File: src/rbs_pkg.sv
`timescale 1ns / 1ps

package rbs_pkg;

   // sequencer states
   typedef enum logic [3:0] {
      ST_IDLE,
      ST_EXEC,
      ST_DOUBLE,
      ST_DIV_Q,
      ST_DIV_SETUP,
      ST_DIV_R,
      ST_FIN_DELAY,
      ST_FIN_DEADLINE,
      ST_HASH,
      ST_SEED,
      ST_DONE
   } seq_state_type;

   typedef enum logic [1:0] {
      PH_COLD,
      PH_ATTEMPTING,
      PH_WAITING,
      PH_CONNECTED
   } phase_type;

   // request kinds (req_tuser)
   localparam logic [2:0] MODE_TICK           = 3'd0;
   localparam logic [2:0] MODE_CONNECTED      = 3'd1;
   localparam logic [2:0] MODE_DISCONNECTED   = 3'd2;
   localparam logic [2:0] MODE_ATTEMPT_FAILED = 3'd3;
   localparam logic [2:0] MODE_RESET          = 3'd4;
   localparam logic [2:0] MODE_RESEED         = 3'd5;

   // register map
   localparam logic [2:0] CSR_INITIAL_BACKOFF = 3'd0;
   localparam logic [2:0] CSR_MAX_BACKOFF     = 3'd1;
   localparam logic [2:0] CSR_JITTER_DIVISOR  = 3'd2;
   localparam logic [2:0] CSR_ATTEMPT_TIMEOUT = 3'd3;
   localparam logic [2:0] CSR_DEVICE_MAC      = 3'd4;

   localparam logic [31:0] INITIAL_BACKOFF_RST = 32'd1000;
   localparam logic [31:0] MAX_BACKOFF_RST     = 32'd300000;
   localparam logic [7:0]  JITTER_DIVISOR_RST  = 8'd4;
   localparam logic [31:0] ATTEMPT_TIMEOUT_RST = 32'd10000;
   localparam logic [47:0] DEVICE_MAC_RST      = 48'd0;

   localparam logic [31:0] FNV_PRIME = 32'd16777619;
   localparam logic [31:0] FNV_BASIS = 32'd2166136261;
   localparam logic [31:0] SEED_MASK = 32'h5E7B1CE5;
   localparam logic [15:0] COUNT_MAX = 16'hFFFF;
   localparam int          MAC_BYTES = 6;

   localparam int XS_SHIFT_A = 13;
   localparam int XS_SHIFT_B = 17;
   localparam int XS_SHIFT_C = 5;

   function automatic logic [31:0] xorshift32(input logic [31:0] s);
      logic [31:0] x;
      x = s ^ (s << XS_SHIFT_A);
      x = x ^ (x >> XS_SHIFT_B);
      x = x ^ (x << XS_SHIFT_C);
      return x;
   endfunction

endpackage

File: src/reconnect_backoff_scheduler.sv
`timescale 1ns / 1ps

// Reconnect backoff scheduler.
// req: one word per event; req_tuser is the kind (tick, connected, disconnected,
//    attempt failed, reset, reseed), req_tdata the current ms time for a tick.
// rsp: one word per request with the attempt pulse, phase, retry delay and
//    failure count as they stand after the request.
// csr: write-only register port, taken on any cycle with csr_we high; change
//    registers only while no request is in flight.
// One request is worked at a time; req_tready is low from accept until the
// result is loaded into the output register.
// Work from accept to rsp_tvalid: plain events go straight from ST_EXEC to ST_DONE;
// a reseed hashes the MAC bytes (one hash byte per cycle), then seeds the
// generator; a failure doubles the base, then makes two passes of the shared
// restoring divider (base / divisor, then the draw modulo quotient + 1). The next
// request is taken once the word is loaded and the sequencer is back in idle.
// A stalled rsp holds its word; a finished request waits in the last sequencer
// state until the output register is free, and the next request waits behind it.
// Reset (synchronous) puts the scheduler cold with zero counts, the generator
// at 1 and the registers at their defaults; the block is ready right away.
module reconnect_backoff_scheduler import rbs_pkg::*; (
   input  logic        clock,
   input  logic        reset,
   input  logic        req_tvalid,
   output logic        req_tready,
   input  logic [31:0] req_tdata,   // [31:0] now_ms
   input  logic [2:0]  req_tuser,   // [2:0] mode
   output logic        rsp_tvalid,
   input  logic        rsp_tready,
   output logic [55:0] rsp_tdata,   // [0] attempt_due, [2:1] phase_now,
                                    // [34:3] retry_delay_ms, [50:35] attempt_count
   input  logic        csr_we,
   input  logic [2:0]  csr_addr,
   input  logic [47:0] csr_wdata
);

   localparam logic [4:0] DIV_LAST  = 5'd31;
   localparam logic [4:0] HASH_LAST = 5'(MAC_BYTES - 1);

   seq_state_type state_ff, state_in;

   logic [31:0] init_ff, max_ff, timeout_ff;
   logic [7:0]  jdiv_ff;
   logic [47:0] mac_ff;

   phase_type   phase_ff, phase_in;
   logic [15:0] failures_ff, failures_in;
   logic [31:0] delay_ff, delay_in;
   logic [31:0] retry_dl_ff, retry_dl_in;
   logic [31:0] attempt_dl_ff, attempt_dl_in;
   logic [31:0] last_ff, last_in;
   logic        due_ff, due_in;
   logic [31:0] prng_ff, prng_in;

   logic [2:0]  mode_ff;
   logic [31:0] now_ff;
   logic [31:0] base_ff, base_in;
   logic [15:0] steps_ff, steps_in;
   logic [31:0] work_ff, work_in;
   logic [31:0] rem_ff, rem_in;
   logic [32:0] dsor_ff, dsor_in;
   logic [4:0]  cnt_ff, cnt_in;

   logic        rsp_valid_ff, rsp_valid_in;
   logic [55:0] rsp_data_ff, rsp_data_in;

   logic        accept;
   logic        exec_fail, exec_reseed;
   logic [31:0] retry_diff, attempt_diff;
   logic [15:0] fail_cnt;
   logic        dbl_cont, dbl_step;
   logic [31:0] base_sat;
   logic [7:0]  jdiv_eff;
   logic [32:0] trial, diff;
   logic        ge;
   logic [31:0] rem_step, work_step;
   logic        div_last;
   logic [7:0]  mac_byte;
   logic [31:0] hash_x, hash_step, seed_val, draw;
   logic        out_free;

   assign accept     = req_tvalid & req_tready;
   assign req_tready = (state_ff == ST_IDLE);
   assign rsp_tvalid = rsp_valid_ff;
   assign rsp_tdata  = rsp_data_ff;
   assign out_free   = ~rsp_valid_ff | rsp_tready;

   // deadline reached when (now - deadline) mod 2^32 < 2^31
   assign retry_diff   = now_ff - retry_dl_ff;
   assign attempt_diff = now_ff - attempt_dl_ff;
   assign fail_cnt     = (failures_ff == COUNT_MAX) ? failures_ff : failures_ff + 16'd1;

   assign dbl_cont = (steps_ff != 16'd0) && (base_ff != 32'd0) && (base_ff < max_ff);
   assign dbl_step = dbl_cont && !base_ff[31];
   // leaving the loop with the top bit set means the next doubling would overflow
   assign base_sat = (dbl_cont || base_ff >= max_ff) ? max_ff : base_ff;
   assign jdiv_eff = (jdiv_ff == 8'd0) ? 8'd1 : jdiv_ff;

   // shared restoring divider step: quotient shifts into work_ff
   assign trial     = {rem_ff, work_ff[31]};
   assign ge        = (trial >= dsor_ff);
   assign diff      = trial - dsor_ff;
   assign rem_step  = ge ? diff[31:0] : trial[31:0];
   assign work_step = {work_ff[30:0], ge};
   assign div_last  = (cnt_ff == DIV_LAST);

   always_comb begin
      case (cnt_ff[2:0])
         3'd0:    mac_byte = mac_ff[47:40];
         3'd1:    mac_byte = mac_ff[39:32];
         3'd2:    mac_byte = mac_ff[31:24];
         3'd3:    mac_byte = mac_ff[23:16];
         3'd4:    mac_byte = mac_ff[15:8];
         default: mac_byte = mac_ff[7:0];
      endcase
   end

   assign hash_x    = work_ff ^ {24'd0, mac_byte};
   assign hash_step = 32'(hash_x * FNV_PRIME);
   assign seed_val  = work_ff ^ SEED_MASK;
   assign draw      = xorshift32(prng_ff);

   // request decode
   always_comb begin
      exec_fail   = 1'b0;
      exec_reseed = 1'b0;
      unique case (mode_ff)
         MODE_TICK:           exec_fail = (phase_ff == PH_ATTEMPTING) && !attempt_diff[31];
         MODE_DISCONNECTED:   exec_fail = (phase_ff == PH_ATTEMPTING) ||
                                          (phase_ff == PH_CONNECTED);
         MODE_ATTEMPT_FAILED: exec_fail = (phase_ff == PH_ATTEMPTING);
         MODE_RESEED:         exec_reseed = 1'b1;
         default:             exec_fail = 1'b0;
      endcase
   end

   // next state
   always_comb begin
      state_in = state_ff;
      unique case (state_ff)
         ST_IDLE:         if (accept) state_in = ST_EXEC;
         ST_EXEC: begin
            if (exec_fail)        state_in = ST_DOUBLE;
            else if (exec_reseed) state_in = ST_HASH;
            else                  state_in = ST_DONE;
         end
         ST_DOUBLE:       if (!dbl_step) state_in = ST_DIV_Q;
         ST_DIV_Q:        if (div_last) state_in = ST_DIV_SETUP;
         ST_DIV_SETUP:    state_in = ST_DIV_R;
         ST_DIV_R:        if (div_last) state_in = ST_FIN_DELAY;
         ST_FIN_DELAY:    state_in = ST_FIN_DEADLINE;
         ST_FIN_DEADLINE: state_in = ST_DONE;
         ST_HASH:         if (cnt_ff == HASH_LAST) state_in = ST_SEED;
         ST_SEED:         state_in = ST_DONE;
         ST_DONE:         if (out_free) state_in = ST_IDLE;
         default:         state_in = ST_IDLE;
      endcase
   end

   // datapath
   always_comb begin
      phase_in      = phase_ff;
      failures_in   = failures_ff;
      delay_in      = delay_ff;
      retry_dl_in   = retry_dl_ff;
      attempt_dl_in = attempt_dl_ff;
      last_in       = last_ff;
      due_in        = due_ff;
      prng_in       = prng_ff;
      base_in       = base_ff;
      steps_in      = steps_ff;
      work_in       = work_ff;
      rem_in        = rem_ff;
      dsor_in       = dsor_ff;
      cnt_in        = cnt_ff;
      rsp_valid_in  = rsp_valid_ff & ~rsp_tready;
      rsp_data_in   = rsp_data_ff;

      unique case (state_ff)
         ST_EXEC: begin
            case (mode_ff)
               MODE_TICK: begin
                  last_in = now_ff;
                  due_in  = 1'b0;
                  if (phase_ff == PH_COLD ||
                      (phase_ff == PH_WAITING && !retry_diff[31])) begin
                     phase_in      = PH_ATTEMPTING;
                     attempt_dl_in = now_ff + timeout_ff;
                     due_in        = 1'b1;
                  end
               end
               MODE_CONNECTED: begin
                  phase_in    = PH_CONNECTED;
                  failures_in = 16'd0;
                  delay_in    = 32'd0;
                  due_in      = 1'b0;
               end
               MODE_RESET: begin
                  phase_in    = PH_COLD;
                  failures_in = 16'd0;
                  delay_in    = 32'd0;
                  due_in      = 1'b0;
               end
               default: begin
               end
            endcase
            if (exec_fail) begin
               failures_in = fail_cnt;
               base_in     = init_ff;
               steps_in    = fail_cnt - 16'd1;
            end
            if (exec_reseed) begin
               work_in = FNV_BASIS;
               cnt_in  = 5'd0;
            end
         end
         ST_DOUBLE: begin
            if (dbl_step) begin
               base_in  = {base_ff[30:0], 1'b0};
               steps_in = steps_ff - 16'd1;
            end else begin
               base_in = base_sat;
               work_in = base_sat;
               rem_in  = 32'd0;
               dsor_in = {25'd0, jdiv_eff};
               cnt_in  = 5'd0;
            end
         end
         ST_DIV_Q, ST_DIV_R: begin
            rem_in  = rem_step;
            work_in = work_step;
            cnt_in  = cnt_ff + 5'd1;
         end
         ST_DIV_SETUP: begin
            // quotient + 1 can reach 2^32
            dsor_in = {1'b0, work_ff} + 33'd1;
            work_in = draw;
            prng_in = draw;
            rem_in  = 32'd0;
            cnt_in  = 5'd0;
         end
         ST_FIN_DELAY: delay_in = base_ff - rem_ff;
         ST_FIN_DEADLINE: begin
            retry_dl_in = last_ff + delay_ff;
            phase_in    = PH_WAITING;
            due_in      = 1'b0;
         end
         ST_HASH: begin
            work_in = hash_step;
            cnt_in  = cnt_ff + 5'd1;
         end
         ST_SEED: prng_in = (seed_val == 32'd0) ? 32'd1 : seed_val;
         ST_DONE: begin
            if (out_free) begin
               rsp_valid_in = 1'b1;
               rsp_data_in  = {5'd0, failures_ff,
                               (phase_ff == PH_WAITING) ? delay_ff : 32'd0,
                               phase_ff, due_ff};
            end
         end
         default: begin
         end
      endcase
   end

   always_ff @(posedge clock) begin
      if (reset) begin
         state_ff      <= ST_IDLE;
         phase_ff      <= PH_COLD;
         failures_ff   <= 16'd0;
         delay_ff      <= 32'd0;
         retry_dl_ff   <= 32'd0;
         attempt_dl_ff <= 32'd0;
         last_ff       <= 32'd0;
         due_ff        <= 1'b0;
         prng_ff       <= 32'd1;
         rsp_valid_ff  <= 1'b0;
      end else begin
         state_ff      <= state_in;
         phase_ff      <= phase_in;
         failures_ff   <= failures_in;
         delay_ff      <= delay_in;
         retry_dl_ff   <= retry_dl_in;
         attempt_dl_ff <= attempt_dl_in;
         last_ff       <= last_in;
         due_ff        <= due_in;
         prng_ff       <= prng_in;
         rsp_valid_ff  <= rsp_valid_in;
      end
   end

   always_ff @(posedge clock) begin
      if (accept) begin
         mode_ff <= req_tuser;
         now_ff  <= req_tdata;
      end
      base_ff     <= base_in;
      steps_ff    <= steps_in;
      work_ff     <= work_in;
      rem_ff      <= rem_in;
      dsor_ff     <= dsor_in;
      cnt_ff      <= cnt_in;
      rsp_data_ff <= rsp_data_in;
   end

   always_ff @(posedge clock) begin
      if (reset) begin
         init_ff    <= INITIAL_BACKOFF_RST;
         max_ff     <= MAX_BACKOFF_RST;
         jdiv_ff    <= JITTER_DIVISOR_RST;
         timeout_ff <= ATTEMPT_TIMEOUT_RST;
         mac_ff     <= DEVICE_MAC_RST;
      end else if (csr_we) begin
         unique case (csr_addr)
            CSR_INITIAL_BACKOFF: init_ff    <= csr_wdata[31:0];
            CSR_MAX_BACKOFF:     max_ff     <= csr_wdata[31:0];
            CSR_JITTER_DIVISOR:  jdiv_ff    <= csr_wdata[7:0];
            CSR_ATTEMPT_TIMEOUT: timeout_ff <= csr_wdata[31:0];
            CSR_DEVICE_MAC:      mac_ff     <= csr_wdata;
            default: begin
            end
         endcase
      end
   end

`ifndef NO_ASSERTIONS
   // the pulse only ever stands while an attempt is open
   a_due_attempting: assert property (@(posedge clock) disable iff (reset)
      due_ff |-> phase_ff == PH_ATTEMPTING)
      else $error("attempt pulse outside attempting phase");

   // waiting is only reached through a counted failure
   a_wait_counted: assert property (@(posedge clock) disable iff (reset)
      phase_ff == PH_WAITING |-> failures_ff != 16'd0)
      else $error("waiting with zero failures");

   // divider partial remainder stays below the divisor
   a_div_rem: assert property (@(posedge clock) disable iff (reset)
      (state_ff == ST_DIV_Q || state_ff == ST_DIV_R) |-> {1'b0, rem_ff} < dsor_ff)
      else $error("divider remainder out of range");

   // delay field is zero unless the reported phase is waiting
   a_rsp_delay: assert property (@(posedge clock) disable iff (reset)
      rsp_valid_ff && rsp_data_ff[2:1] != PH_WAITING |-> rsp_data_ff[34:3] == 32'd0)
      else $error("retry delay reported outside waiting");

   // one request at a time
   a_single: assert property (@(posedge clock) disable iff (reset)
      accept |=> !req_tready)
      else $error("second request taken while busy");
`endif

endmodule
File: config.mk
export PLATFORM = sky130hd
export DESIGN_NAME = reconnect_backoff_scheduler
export DESIGN_NICKNAME = d
export VERILOG_FILES = /design/src/rbs_pkg.sv /design/src/reconnect_backoff_scheduler.sv
export SDC_FILE = /design/constraint.sdc
export NUM_CORES = 2
export LEC_CHECK = 0
export ABC_AREA = 1
export BUFFER_PORTS_ARGS = -buffer_cell sky130_fd_sc_hd__buf_2
export CORE_UTILIZATION = 30
export DETAILED_ROUTE_END_ITERATION = 16
export PLACE_DENSITY_LB_ADDON = 0.15
export REMOVE_ABC_BUFFERS = 1
export SLEW_MARGIN = 10
export SYNTH_ARGS = -nofsm -noshare
export SYNTH_HDL_FRONTEND = slang
export SYNTH_SLANG_ARGS = --single-unit
File: constraint.sdc
create_clock -name clock -period 9.16 [get_ports clock]
set_input_delay 1.374 -clock clock [delete_from_list [all_inputs] [get_ports clock]]
set_output_delay 1.374 -clock clock [all_outputs]
set_load 0.03 [all_outputs]
==> results_tabular.tex <==
\begin{tabular}{lr}
\hline
Metric & Value \\
\hline
\multicolumn{2}{l}{\textbf{STA}} \\
\quad Transition time of the tightest slew-check pin & 1.13 ns \\
\quad Upper clock frequency limit & 143 MHz \\
\quad PnR worst setup slack & 2.17 ns \\
\quad Relative slew slack & 0.249 \\
\quad Setup TNS & 0 ns \\
\quad Setup skew after layout & 0.0582 ns \\
\quad RSZ-0062 raised after global routing & no \\
\quad Minimum period implied by the final worst setup slack & 6.99 ns \\
\quad Max-slew violation count & 0 \\
\quad Fraction of the cycle the final worst path needs & 0.763 \\
\quad Final count of negative-setup-slack endpoints & 0 \\
\quad Final count of hold timing violations & 0 \\
\quad Hold WS & 0.459 ns \\
\multicolumn{2}{l}{\textbf{Worst setup path}} \\
\quad Biggest fanout along the worst timing path & 9 \\
\quad Data required time of the critical path & 9.58 ns \\
\quad Worst reg-to-reg path cell count & 26 \\
\quad Cell seen most often among critical-path stages & sky130\_fd\_sc\_hd\_\_ha\_1 \\
\quad Endpoint of the lowest-slack register-to-register path & work\_ff[26] \\
\quad Family of cells with the greatest summed delay on the critical path & adder cells \\
\quad Reg2Reg Setup Slack & 2.17 ns \\
\quad CP Capture Type & flip-flop \\
\quad Critical-path top delay cell & sky130\_fd\_sc\_hd\_\_fa\_1 \\
\quad Critical path arrival & $\sim$7.4 ns \\
\quad Max incr delay on CP & 0.53 ns \\
\quad Kind of critical path & flip-flop to flip-flop \\
\quad Count of buffer and inverter cells on the critical path & 3 \\
\quad Critical Path Source Type & flip-flop \\
\quad Launch point of the worst reg-to-reg path & cnt\_ff[0] \\
\multicolumn{2}{l}{\textbf{Clocking}} \\
\quad Number of setup buffers added after CTS & 0 \\
\quad CTS Buf Count & 76 \\
\quad CTS Root Buffer Type & sky130\_fd\_sc\_hd\_\_clkbuf\_16 \\
\quad Cts-stage hold buffer count & 0 \\
\quad TritonCTS clock tree & built \\
\quad CTS resizes & 0 \\
\quad Clock-pin slew of the registers on the worst-case setup and hold paths & roughly 0.06 ns \\
\quad Clk\_lat worst skew & 0.69 ns \\
\quad H-tree lvl count & 3 \\
\quad Clk buf depth & 3 \\
\quad TritonCTS Sinks & 572 \\
\multicolumn{2}{l}{\textbf{Synth}} \\
\quad Synth warnings & 0 \\
\quad Syn Area/Cell & about 7.5 um\^{}2 \\
\quad Yosys top cell area share & 0.172 \\
\quad Ranking of synthesized cells by area & sky130\_fd\_sc\_hd\_\_edfxtp\_1, sky130\_fd\_sc\_hd\_\_dfxtp\_1, sky130\_fd\_sc\_hd\_\_ha\_1, sky130\_fd\_sc\_hd\_\_nand2\_1, sky130\_fd\_sc\_hd\_\_inv\_1 \\
\quad Share of cell area taken by muxes after synthesis & 0 \\
\quad Complex-gate fraction of the synthesized area & 0.151 \\
\quad Xor and xnor fraction of the mapped netlist area & 0.0351 \\
\quad Area share of and/or/nand/nor cells after synthesis & 0.219 \\
\quad Count of different cell masters after synthesis & 62 \\
\quad Seq/Total Area, Yosys & 0.335 \\
\quad Fraction of registers with async set or reset after synthesis & 0 \\
\quad Number of flip-flops and latches in the synthesized netlist & 572 \\
\quad Cell type with the highest aggregate area in the netlist & sky130\_fd\_sc\_hd\_\_edfxtp\_1 \\
\quad Post-synthesis adder-cell area fraction & 0.165 \\
\quad Number of instances in the synthesized netlist & between 5000 and 6000 \\
\quad Primary FF master, synth & sky130\_fd\_sc\_hd\_\_dfxtp\_1 \\
\quad Number of synthesized flops with an enable pin & 236 \\
\quad Largest family of logic cells by synthesized area & simple AND/OR/NAND/NOR gates \\
\quad Synth Cell Area & 41200 um\^{}2 \\
\multicolumn{2}{l}{\textbf{Detailed routing}} \\
\quad Vias post-DR & 37200 \\
\quad Detailed-route vias per instance & between 4 and 5 \\
\quad Routed wire length per instance & 21.4 um \\
\quad Final ANT Viol Nets & 0 \\
\quad First-pass detailed-route iteration total & 8 \\
\quad Initial DRC count & approximately 3000 \\
\quad Drt total wl & 160000 um \\
\quad Remaining design rule violation count & 0 \\
\multicolumn{2}{l}{\textbf{GRT}} \\
\quad Total grt overflow & 0 \\
\quad Global-route wire length before repair & 237000 um \\
\quad Vias in the first global route & 35800 \\
\quad Global-route usage over all layers & 0.229 \\
\quad Antenna violations before repair & 17 \\
\quad Largest net degree at the start of global routing & 133 \\
\multicolumn{2}{l}{\textbf{Die}} \\
\quad Number of top-level design ports & between 100 and 150 \\
\quad Core region area & 136000 um\^{}2 \\
\quad Die Ht & 373 um \\
\quad Initial standard-cell utilization of the core & 0.303 \\
\quad Floorplan die width & approximately 370 um \\
\quad Area of the die & 139000 um\^{}2 \\
\quad Floorplan row count & approximately 140 \\
\multicolumn{2}{l}{\textbf{Worst hold path}} \\
\quad Hold crit path type & flip-flop to flip-flop \\
\quad Hold wc startpoint & due\_ff \\
\quad Terminating pin of the worst hold path & rsp\_tdata[0] \\
\quad Worst Hold Depth & 0 \\
\multicolumn{2}{l}{\textbf{Finish}} \\
\quad Max reg flops & a little over 50 \\
\quad Layout Nets & 6214 \\
\quad P\&R area growth vs syn & 12.7\% \\
\quad Final cell utilization of the core & 0.342 \\
\quad Proportion of layout cells with a drive suffix above 1 & 0.0707 \\
\quad Multi-input combinational cell area & 23600 um\^{}2 \\
\quad FILL cells & 14800 \\
\quad Reg area & 13800 um\^{}2 \\
\multicolumn{2}{l}{\textbf{Place}} \\
\quad HPWL Detailed & 127000 um \\
\quad DP Worst Slack & 2.17 ns \\
\quad Routability Congestion & 0.951 \\
\quad IO buf count & approximately 140 \\
\multicolumn{2}{l}{\textbf{Run}} \\
\quad Max-cap check violation count & 0 \\
\multicolumn{2}{l}{\textbf{Status}} \\
\quad Outcome & finished, final reports clean \\
\hline
\end{tabular}
stage by stage:
stage | cell area (um^2) | instances
finish | 46400 | 7473
global route | 46400 | 7471
CTS | 46400 | 7471
detailed placement | 43800 | 7329
global placement | 43800 | 7329
floorplan | 40500 | 5367
Yosys cell counts (4+ instances only):
master                     count
sky130_fd_sc_hd__nand2_1    1018
sky130_fd_sc_hd__inv_1       832
sky130_fd_sc_hd__nor2_1      665
sky130_fd_sc_hd__o21ai_0     481
sky130_fd_sc_hd__a21oi_1     438
sky130_fd_sc_hd__ha_1        419
sky130_fd_sc_hd__dfxtp_1     336
sky130_fd_sc_hd__edfxtp_1    236
sky130_fd_sc_hd__nand3_1     220
sky130_fd_sc_hd__clkbuf_1    104
sky130_fd_sc_hd__xor2_1       97
sky130_fd_sc_hd__fa_1         78
sky130_fd_sc_hd__nand4_1      74
sky130_fd_sc_hd__xnor2_1      68
sky130_fd_sc_hd__nor3_1       49
sky130_fd_sc_hd__a22oi_1      38
sky130_fd_sc_hd__a31oi_1      30
sky130_fd_sc_hd__a21o_1       29
sky130_fd_sc_hd__nand3b_1     29
sky130_fd_sc_hd__o211ai_1     27
sky130_fd_sc_hd__o21bai_1     25
sky130_fd_sc_hd__buf_2        21
sky130_fd_sc_hd__buf_1        18
sky130_fd_sc_hd__or2_2        17
sky130_fd_sc_hd__inv_2        15
sky130_fd_sc_hd__o21ai_2      13
sky130_fd_sc_hd__nor2_4       12
sky130_fd_sc_hd__o21a_1       12
sky130_fd_sc_hd__o21ai_1      12
sky130_fd_sc_hd__buf_4        10
sky130_fd_sc_hd__nor2_2       10
sky130_fd_sc_hd__nor4_1       10
sky130_fd_sc_hd__a21boi_0      6
sky130_fd_sc_hd__nand2_2       6
sky130_fd_sc_hd__o22ai_1       6
sky130_fd_sc_hd__a211oi_1      5
sky130_fd_sc_hd__buf_6         5
sky130_fd_sc_hd__a221oi_1      4
sky130_fd_sc_hd__and3_1        4
sky130_fd_sc_hd__nor3b_1       4
placed cells by master (no fill, tap or decap), drive strengths merged, types with 3 or more instances in the layout:
cell type / n
inv: 854
nand2: 1024
o21ai: 506
xor2: 97
a21o: 29
a31oi: 30
nand3b: 29
nand3: 223
bufinv: 7
ha: 419
a21boi: 7
dfxtp: 336
nor3b: 7
a22o: 3
o22ai: 6
buf: 181
a22oi: 38
xnor2: 68
or2: 20
o21bai: 25
and3: 4
clkinvlp: 4
edfxtp: 236
o21a: 12
clkinv: 22
nand4: 77
nor2: 688
nor4: 10
nor3: 52
fa: 78
o211ai: 27
a221oi: 4
a211oi: 5
clkbuf: 104
a21oi: 438
conb: 5
worst max path at each step:
stage / start / to / slack, ns / cells after the start
2_1_floorplan: cnt_ff[2] / work_ff[26] / 3.05 / 29
3_3_place_gp: cnt_ff[2] / work_ff[26] / 2.19 / 26
3_5_place_dp: cnt_ff[0] / work_ff[26] / 2.17 / 26
4_1_cts: cnt_ff[0] / work_ff[26] / 2.14 / 26
5_1_grt: cnt_ff[0] / work_ff[26] / 1.70 / 26
6_report: cnt_ff[0] / work_ff[26] / 2.17 / 26
per-layer routing:
| metal | share of wire | track usage |
|---|---|---|
| met2 | 0.44 | 0.360 |
| met1 | 0.48 | 0.329 |
| met5 | 0 | 0 |
| met3 | 0.048 | 0.0228 |
| met4 | 0.027 | 0.0669 |
cells by family (layout without fill, tap and decap cells):
family	Yosys count	after routing
fa+ha+maj	497	497
simple gates	2138	2138
buf+inv	1007	1172
other cells	1	7
xor+xnor	165	165
compound gates	1141	1141
flops	572	572
cell type report:
type	instances	share of cell area
Multi-Input combinational cell	3946	0.507
Sequential cell	572	0.298
Inverter	849	0.0688
Tap cell	1781	0.0480
Clock buffer	104	0.0456
Timing Repair Buffer	181	0.0216
Clock inverter	38	0.0109
Antenna cell	2	0.000108
Power is left out: the tool's default activity adds up to more than one toggle a clock period on the data nets, which glitch-free logic cannot reach.
